==> config.mk <==
export PLATFORM = sky130hd
export DESIGN_NAME = positional_letter_profile_argmax_core
export DESIGN_NICKNAME = d
export VERILOG_FILES = /design/src/sv/plpa_pkg.sv /design/src/sv/plpa_lane.sv /design/src/sv/plpa_merge.sv /design/src/sv/positional_letter_profile_argmax_core.sv
export SDC_FILE = /design/constraint.sdc
export NUM_CORES = 2
export LEC_CHECK = 0
export BUFFER_PORTS_ARGS = -buffer_cell sky130_fd_sc_hd__buf_2
export CAP_MARGIN = 20
export CORE_MARGIN = 2
export CORE_UTILIZATION = 58
export CTS_BUF_LIST = sky130_fd_sc_hd__clkbuf_8
export DETAILED_ROUTE_END_ITERATION = 12
export GPL_ROUTABILITY_DRIVEN = 1
export PLACE_DENSITY = 0.83
export SLEW_MARGIN = 30
export SYNTH_ARGS = -nofsm -noshare
export SYNTH_HDL_FRONTEND = slang
export SYNTH_SLANG_ARGS = --single-unit
==> constraint.sdc <==
create_clock -name clk -period 7.9 [get_ports clk]
set_input_delay 1.185 -clock clk [delete_from_list [all_inputs] [get_ports clk]]
set_output_delay 1.185 -clock clk [all_outputs]
set_load 0.02 [all_outputs]
==> src/sv/plpa_pkg.sv <==
`timescale 1ns / 1ps
// ----------------------------------------------------------------------------
// plpa_pkg: shared definitions for the positional letter profile core
// Field widths, mode codes and the control groups passed between modules.
// ----------------------------------------------------------------------------
package plpa_pkg;

  // Fixed item field widths
  localparam int MODE_W    = 2;
  localparam int LETTERS_W = 25;
  localparam int CODE_W    = 5;
  localparam int ID_W      = 12;
  localparam int SCORE_W   = 15;

  // Slave-side tdata padded to whole bytes
  localparam int IN_DATA_W  = ((LETTERS_W + ID_W + 7) / 8) * 8;
  // Master-side tdata padded to whole bytes
  localparam int OUT_DATA_W = ((ID_W + SCORE_W + 7) / 8) * 8;

  // Largest reportable score
  localparam logic [SCORE_W-1:0] SCORE_MAX = {SCORE_W{1'b1}};

  // Parameter defaults
  localparam int WORD_LEN_DEF  = 5;
  localparam int ALPHABET_DEF  = 26;
  localparam int MAX_WORDS_DEF = 4096;

  // Item modes
  localparam logic [MODE_W-1:0] MODE_CLEAR = 2'd0;
  localparam logic [MODE_W-1:0] MODE_COUNT = 2'd1;
  localparam logic [MODE_W-1:0] MODE_SCORE = 2'd2;

  // Per-lane strobes, already qualified by the input handshake
  typedef struct packed {
    logic clear;
    logic count;
    logic lookup;
  } lane_ctrl_t;

  // Item held in front of the merge stage
  typedef struct packed {
    logic valid;
    logic clear;
    logic score;
    logic last;
  } merge_ctrl_t;

endpackage

==> src/sv/plpa_lane.sv <==
`timescale 1ns / 1ps
// ----------------------------------------------------------------------------
// plpa_lane: letter histogram for one word position
// Holds one saturating counter per letter, clears them on clear items, bumps
// one on count items, registers the looked-up letter's count on score items.
// ----------------------------------------------------------------------------
module plpa_lane #(
  parameter int ALPHABET  = plpa_pkg::ALPHABET_DEF,
  parameter int MAX_WORDS = plpa_pkg::MAX_WORDS_DEF,
  parameter int CNT_W     = $clog2(MAX_WORDS + 1)
) (
  input  logic                        clk,
  input  logic                        rst,
  input  plpa_pkg::lane_ctrl_t        ctrl,
  input  logic [plpa_pkg::CODE_W-1:0] code,
  output logic [CNT_W-1:0]            count_q
);

  localparam int AW = $clog2(ALPHABET);

  logic [CNT_W-1:0] counts [ALPHABET];
  logic             in_alpha;
  logic [AW-1:0]    idx;
  logic [CNT_W-1:0] cur;

  // Decode the letter; codes past the alphabet touch nothing
  assign in_alpha = ({1'b0, code} < (plpa_pkg::CODE_W + 1)'(ALPHABET));
  assign idx      = code[AW-1:0];
  assign cur      = in_alpha ? counts[idx] : '0;

  // Clear all counters at once, or bump one with saturation
  always_ff @(posedge clk) begin
    if (rst || ctrl.clear) begin
      counts <= '{default: '0};
    end else if (ctrl.count && in_alpha && (counts[idx] < CNT_W'(MAX_WORDS))) begin
      counts[idx] <= counts[idx] + CNT_W'(1);
    end
  end

  // Capture the looked-up count for the merge stage
  always_ff @(posedge clk) begin
    if (ctrl.lookup) begin
      count_q <= cur;
    end
  end

endmodule

==> src/sv/plpa_merge.sv <==
`timescale 1ns / 1ps
// ----------------------------------------------------------------------------
// plpa_merge: sum the lane counts and track the best candidate
// Adds the per-position counts, saturates the score, keeps the first
// strictly highest candidate and loads the result register on the last item.
// ----------------------------------------------------------------------------
module plpa_merge #(
  parameter int WORD_LEN = plpa_pkg::WORD_LEN_DEF,
  parameter int CNT_W    = 13
) (
  input  logic                          clk,
  input  logic                          rst,
  input  plpa_pkg::merge_ctrl_t         ctrl,
  input  logic [plpa_pkg::ID_W-1:0]     id,
  input  logic [WORD_LEN*CNT_W-1:0]     lane_counts,
  output logic                          adv,
  input  logic                          out_ready,
  output logic                          out_valid,
  output logic [plpa_pkg::ID_W-1:0]     out_id,
  output logic [plpa_pkg::SCORE_W-1:0]  out_score,
  output logic                          out_found
);

  localparam int SUM_W = CNT_W + 3;

  logic [SUM_W-1:0]             sum;
  logic [plpa_pkg::SCORE_W-1:0] sat;
  logic [plpa_pkg::SCORE_W-1:0] best_score;
  logic [plpa_pkg::ID_W-1:0]    best_id;
  logic                         have_best;
  logic [plpa_pkg::SCORE_W-1:0] nb_score;
  logic [plpa_pkg::ID_W-1:0]    nb_id;
  logic                         nb_have;
  logic                         emit;

  // Add the lane counts and clamp to the score range
  always_comb begin
    sum = '0;
    for (int p = 0; p < WORD_LEN; p++) begin
      sum = sum + SUM_W'(lane_counts[p*CNT_W +: CNT_W]);
    end
    if (sum > SUM_W'(plpa_pkg::SCORE_MAX)) begin
      sat = plpa_pkg::SCORE_MAX;
    end else begin
      sat = sum[plpa_pkg::SCORE_W-1:0];
    end
  end

  // Replace the best only on a strictly higher score
  always_comb begin
    nb_score = best_score;
    nb_id    = best_id;
    nb_have  = have_best;
    if (sat > best_score) begin
      nb_score = sat;
      nb_id    = id;
      nb_have  = 1'b1;
    end
  end

  // Hold the item while its result cannot enter a full output register
  assign emit = ctrl.valid && ctrl.score && ctrl.last;
  assign adv  = !(emit && out_valid && !out_ready);

  // Best-so-far and output register
  always_ff @(posedge clk) begin
    if (rst) begin
      best_score <= '0;
      best_id    <= '0;
      have_best  <= 1'b0;
      out_valid  <= 1'b0;
    end else begin
      // Load a new result, or drop the current one once it is taken
      if (emit && adv) begin
        out_valid <= 1'b1;
      end else if (out_ready) begin
        out_valid <= 1'b0;
      end
      if (ctrl.valid && adv) begin
        if (ctrl.clear) begin
          best_score <= '0;
          best_id    <= '0;
          have_best  <= 1'b0;
        end else if (ctrl.score) begin
          if (ctrl.last) begin
            out_found  <= nb_have;
            out_id     <= nb_have ? nb_id : '0;
            out_score  <= nb_have ? nb_score : '0;
            best_score <= '0;
            best_id    <= '0;
            have_best  <= 1'b0;
          end else begin
            best_score <= nb_score;
            best_id    <= nb_id;
            have_best  <= nb_have;
          end
        end
      end
    end
  end

  // No pick means an all-zero result
  a_nopick_zero: assert property (@(posedge clk) disable iff (rst)
    out_valid && !out_found |-> (out_id == '0) && (out_score == '0))
    else $error("result without a pick carries nonzero fields");

  // A pick always carries a nonzero score
  a_pick_nonzero: assert property (@(posedge clk) disable iff (rst)
    out_valid && out_found |-> (out_score != '0))
    else $error("picked candidate has zero score");

  // Without a best the stored score stays zero
  a_best_consistent: assert property (@(posedge clk) disable iff (rst)
    !have_best |-> (best_score == '0))
    else $error("best score set without a best candidate");

  // A last score item that advances shows a result next cycle
  a_emit_result: assert property (@(posedge clk) disable iff (rst)
    emit && adv |=> out_valid)
    else $error("last score item produced no result");

  // The merge stage stalls only behind a waiting result
  a_stall_cause: assert property (@(posedge clk) disable iff (rst)
    !adv |-> out_valid && !out_ready && emit)
    else $error("merge stage stalled without cause");

endmodule

==> src/sv/positional_letter_profile_argmax_core.sv <==
`timescale 1ns / 1ps
// ----------------------------------------------------------------------------
// positional_letter_profile_argmax_core: positional letter histogram scorer
// Counts words into a per-position letter profile and reports the first
// candidate with the highest profile score.
// ----------------------------------------------------------------------------
// Usage:
//   Items enter on the s_* channel; s_tuser selects clear, count or score.
//   Count items add a word to the profile, score items rate a candidate, and
//   the score item with s_tlast set sends one result on the m_* channel.
//   One lane per word position holds that position's letter counters; all
//   lanes are updated or looked up in the cycle the item is accepted.
//   Throughput: one item per clock while s_tready is high. The lane lookup
//   register and the merge stage (lane sum, saturate, compare) form a
//   two-stage pipeline; m_tvalid rises when the last score item of a pass
//   has passed the lookup register and the merge stage loads its result.
//   A finished result waits in the output register while further items keep
//   flowing; only a second last score item stalls s_tready until m_tready
//   takes the pending result. Reset clears all counters and the best-so-far;
//   s_tready is low during reset and the block accepts items once it falls.
// ----------------------------------------------------------------------------
module positional_letter_profile_argmax_core #(
  parameter int WORD_LEN  = plpa_pkg::WORD_LEN_DEF,
  parameter int ALPHABET  = plpa_pkg::ALPHABET_DEF,
  parameter int MAX_WORDS = plpa_pkg::MAX_WORDS_DEF
) (
  input  logic                              clk,
  input  logic                              rst,
  input  logic                              s_tvalid,
  output logic                              s_tready,
  // word_letters[24:0], word_id[36:25], zero pad
  input  logic [plpa_pkg::IN_DATA_W-1:0]    s_tdata,
  // mode[1:0]
  input  logic [plpa_pkg::MODE_W-1:0]       s_tuser,
  input  logic                              s_tlast,
  output logic                              m_tvalid,
  input  logic                              m_tready,
  // best_word_id[11:0], best_score[26:12], zero pad
  output logic [plpa_pkg::OUT_DATA_W-1:0]   m_tdata,
  // found[0]
  output logic                              m_tuser
);

  localparam int CNT_W = $clog2(MAX_WORDS + 1);

  logic                              accept;
  logic [plpa_pkg::LETTERS_W-1:0]    letters;
  logic [plpa_pkg::ID_W-1:0]         in_id;
  plpa_pkg::lane_ctrl_t              lane_ctrl;
  plpa_pkg::merge_ctrl_t             a_ctrl;
  logic [plpa_pkg::ID_W-1:0]         a_id;
  logic [WORD_LEN*CNT_W-1:0]         lane_counts;
  logic                              adv;
  logic [plpa_pkg::ID_W-1:0]         out_id;
  logic [plpa_pkg::SCORE_W-1:0]      out_score;

  // Unpack the input item
  assign letters = s_tdata[plpa_pkg::LETTERS_W-1:0];
  assign in_id   = s_tdata[plpa_pkg::LETTERS_W +: plpa_pkg::ID_W];

  // Take a new item whenever the merge stage is free to move
  assign s_tready = !rst && (!a_ctrl.valid || adv);
  assign accept   = s_tvalid && s_tready;

  // Lane strobes
  assign lane_ctrl.clear  = accept && (s_tuser == plpa_pkg::MODE_CLEAR);
  assign lane_ctrl.count  = accept && (s_tuser == plpa_pkg::MODE_COUNT);
  assign lane_ctrl.lookup = accept && (s_tuser == plpa_pkg::MODE_SCORE);

  // One lane per word position; positions past the field read letter zero
  for (genvar p = 0; p < WORD_LEN; p++) begin : g_lane
    logic [plpa_pkg::CODE_W-1:0] code;
    if ((p + 1) * plpa_pkg::CODE_W <= plpa_pkg::LETTERS_W) begin : g_in_field
      assign code = letters[p*plpa_pkg::CODE_W +: plpa_pkg::CODE_W];
    end else begin : g_past_field
      assign code = '0;
    end
    plpa_lane #(
      .ALPHABET  (ALPHABET),
      .MAX_WORDS (MAX_WORDS),
      .CNT_W     (CNT_W)
    ) u_lane (
      .clk     (clk),
      .rst     (rst),
      .ctrl    (lane_ctrl),
      .code    (code),
      .count_q (lane_counts[p*CNT_W +: CNT_W])
    );
  end

  // Hold the item beside the lane lookup registers
  always_ff @(posedge clk) begin
    if (rst) begin
      a_ctrl <= '0;
    end else if (s_tready) begin
      a_ctrl.valid <= s_tvalid;
      a_ctrl.clear <= (s_tuser == plpa_pkg::MODE_CLEAR);
      a_ctrl.score <= (s_tuser == plpa_pkg::MODE_SCORE);
      a_ctrl.last  <= s_tlast;
    end
  end

  always_ff @(posedge clk) begin
    if (accept) begin
      a_id <= in_id;
    end
  end

  // Combine the lanes and track the best candidate
  plpa_merge #(
    .WORD_LEN (WORD_LEN),
    .CNT_W    (CNT_W)
  ) u_merge (
    .clk         (clk),
    .rst         (rst),
    .ctrl        (a_ctrl),
    .id          (a_id),
    .lane_counts (lane_counts),
    .adv         (adv),
    .out_ready   (m_tready),
    .out_valid   (m_tvalid),
    .out_id      (out_id),
    .out_score   (out_score),
    .out_found   (m_tuser)
  );

  // Pack the result item
  assign m_tdata = {
    {(plpa_pkg::OUT_DATA_W - plpa_pkg::ID_W - plpa_pkg::SCORE_W){1'b0}},
    out_score,
    out_id
  };

endmodule

==> flow_metrics.tcl <==
set metrics [dict create \
    ys_top_cells_by_area "dfxtp_1 40%, mux4_2 7.2%, nand3_1 6.4%" \
    cp_slowest_stage_delay_ps 530 \
    grt_max_degree 153 \
    cts_num_sinks 1828 \
    cp-start-kind "flop" \
    reg2regPathDepth 31 \
    synth_top_cell_area_share 0.401 \
    cts_tree "done" \
    drt_pass1_iterations 10 \
    status "completed" \
    max_freq_mhz 134 \
    hold_end "a_id[4]" \
    crit_path_end_kind "flop" \
    hold_depth 1 \
    vias_per_cell 6.69 \
    utilization 0.632 \
    ys_warn_count 0 \
    drc 0 \
    yosys.area.top_type "dfxtp_1" \
    critPathBufInv 4 \
    ys_types 104 \
    drive_above_1_share 0.127 \
    synth.avg_cell_area_um2 8.89 \
    gp_congestion 0.995 \
    synthXorXnorAreaFrac 0.00601 \
    start_util 0.583 \
    clk_pin_slew_worst_paths_ps 60 \
    p_leak_uw 0.0341 \
    grt_pass1_vias 73100 \
    peakVddDrop_mv 0.149 \
    hold_ws_ps 326 \
    setup_slack_ps 420 \
    antenna_found_initial 8 \
    pre_cts_slack_ps 153 \
    finalHoldViolCount 0 \
    max-cap-violations 0 \
    finalSetupViolCount 0 \
    die_h_um 389 \
    grt_remaining_overflow 0 \
    grt_pass1_wl_um 406000 \
    slew_viol_final 0 \
    area_growth_syn_to_layout_pct 8.32 \
    numPortBuffers 73 \
    r2r_end "u_merge.best_score[3]" \
    cts_buffers 314 \
    dieArea_um2 151000 \
    hold_class "in2reg" \
    cts_setup_buffers 0 \
    critPathTopFamily "compound AO/OA/AOI/OAI gates" \
    pin_count 82 \
    muxShareOfSynthArea 0.135 \
    ys_seq_area_frac 0.438 \
    drt_wl_total_um 260000 \
    synth.top_cells.by_count "1723 x dfxtp_1, 1253 x nand2_1, 1106 x nand3_1" \
    fin_crit_ps 7480 \
    ys_ff_latch 1828 \
    ant_nets 0 \
    worstPathMaxFanout 19 \
    vias 76600 \
    clock_path_buffers 4 \
    critical_path_class "reg2reg" \
    h-tree-depth 5 \
    nets 9413 \
    ctsHoldBuffers 0 \
    required_ps 8800 \
    fp.dieW_um 389 \
    r2r_slack_ps 420 \
    fin_crit_sh 0.947 \
    clk_latency_ps 1060 \
    place_hpwl_um 165000 \
    synth_ff_type "dfxtp_1" \
    synth_adder_area_share 0.0133 \
    fin_skew_ps 84.1 \
    synth_top_family_by_area "simple AND/OR/NAND/NOR gates" \
    arrival_ps 8380 \
    synth-edff-count 105 \
    cts_root_buf "clkbuf_8" \
    worst_pin_slew_ps 1140 \
    synth_area_um2 86000 \
    synthSimpleGateAreaFrac 0.223 \
    hp-start "s_tdata[29]" \
    wl_per_cell_um 22.8 \
    synth_cells 9672 \
    drtIter0Drc 10700 \
    num_rows 141 \
    r2r-start "g_lane[0].u_lane.count_q[0]" \
    power_density_nw_per_um2 207 \
    grt_usage 0.332 \
    slew_headroom 0.239 \
    yosys.cell_count.top_type "dfxtp_1" \
    synth_compound_area_frac 0.129 \
    core_um2 147000 \
    cts.repair.resized 0 \
    crit_path_top_delay_cell "fa_1" \
    ys_async_sr_fraction 0 \
]
## registers in the layout, indices dropped and copies added, names as in the netlist
register	flops
g_lane.u_lane.counts	1690
g_lane.u_lane.count_q	65
u_merge.best_score	15
u_merge.out_score	15
a_id	12
u_merge.best_id	12
u_merge.out_id	12
a_ctrl	4
u_merge.have_best	1
u_merge.out_found	1
u_merge.out_valid	1
## worst reg2reg max path: cells and delay by family, from the launching register on
kind	cells	cell delay (ps)
simple gates	7	1460
flops	1	360
fa+ha+maj	6	2390
xor+xnor	1	110
compound gates	13	2660
buf+inv	4	380
## how the worst max path moves through the flow
stage / startpoint / end / slack, ps / depth (start not counted)
CTS: g_lane[0].u_lane.count_q[0] / u_merge.best_score[2] / 130 / 31
global placement: g_lane[0].u_lane.count_q[0] / u_merge.best_score[12] / 190 / 31
floorplan: g_lane[0].u_lane.count_q[0] / u_merge.best_score[10] / 630 / 31
finish: g_lane[0].u_lane.count_q[0] / u_merge.best_score[3] / 420 / 31
detailed placement: g_lane[0].u_lane.count_q[0] / u_merge.best_score[7] / 150 / 31
global route: g_lane[0].u_lane.count_q[0] / u_merge.best_score[12] / -20 / 32
## stage by stage
stage | instance area (µm²) | std cells | total power [µW] | setup TNS (ps)
2_1_floorplan | 86000 | 9676 | 10600 | 0
3_3_place_gp | 86500 | 10900 | 11000 | 0
3_5_place_dp | 86800 | 10900 | 11000 | 0
4_1_cts | 92900 | 11400 | 19200 | 0
5_1_grt | 93100 | 11400 | 19800 | -114
6_report | 93200 | 11400 | 19300 | 0
## cell type report
cell class,instances,area (µm²)
antenna,5,12.5
clock buffer,391,5380
clock inverter,140,673
fill,11500,54300
inverter,146,548
multi-input combinational,6739,44400
sequential,1828,37600
tap,1930,2410
timing repair buffer,262,2040
## cell usage in the layout, fill, tap and decap left out, drive strengths merged, types with 32 or more instances in the layout
| cell type | n |
|---|---|
| a21oi | 608 |
| a22o | 87 |
| a22oi | 58 |
| a311o | 114 |
| a31oi | 41 |
| and2 | 62 |
| and3 | 48 |
| buf | 259 |
| clkbuf | 394 |
| clkinv | 42 |
| dfxtp | 1723 |
| edfxtp | 105 |
| ha | 48 |
| inv | 234 |
| mux2 | 51 |
| mux2i | 478 |
| mux4 | 276 |
| nand2 | 1257 |
| nand3 | 1108 |
| nand3b | 53 |
| nand4 | 129 |
| nor2 | 575 |
| nor2b | 33 |
| nor3 | 301 |
| nor3b | 41 |
| nor4 | 50 |
| o211ai | 84 |
| o21ai | 554 |
| o22ai | 52 |
| o31ai | 32 |
| or3 | 186 |
| xnor2 | 49 |
## cells by family (layout without fill, tap and decap cells)
kind of cell	count (synthesis)	in the layout
AND/OR/NAND/NOR	3993	3993
flip-flops	1828	1828
AO/OA/AOI/OAI	1802	1802
buffers and inverters	1109	939
multiplexers	805	805
adder cells (fa/ha/maj)	75	75
XOR/XNOR	59	59
other	1	10
## layer usage
metal	up-vias	GRT usage	part of all wire
met4	4	0.190	0.057
met5	-	0	0.00010
li1	34000	-	-
met2	5039	0.509	0.44
met1	36400	0.430	0.38
met3	1126	0.0798	0.12
## where the power goes
part	total [µW]	switching, µW	internal (µW)
clock	8370	3840	4530
combinational	1510	1050	458
sequential	9370	17.5	9350
total	19300	4920	14300
Power figures use the tool's default switching activity.
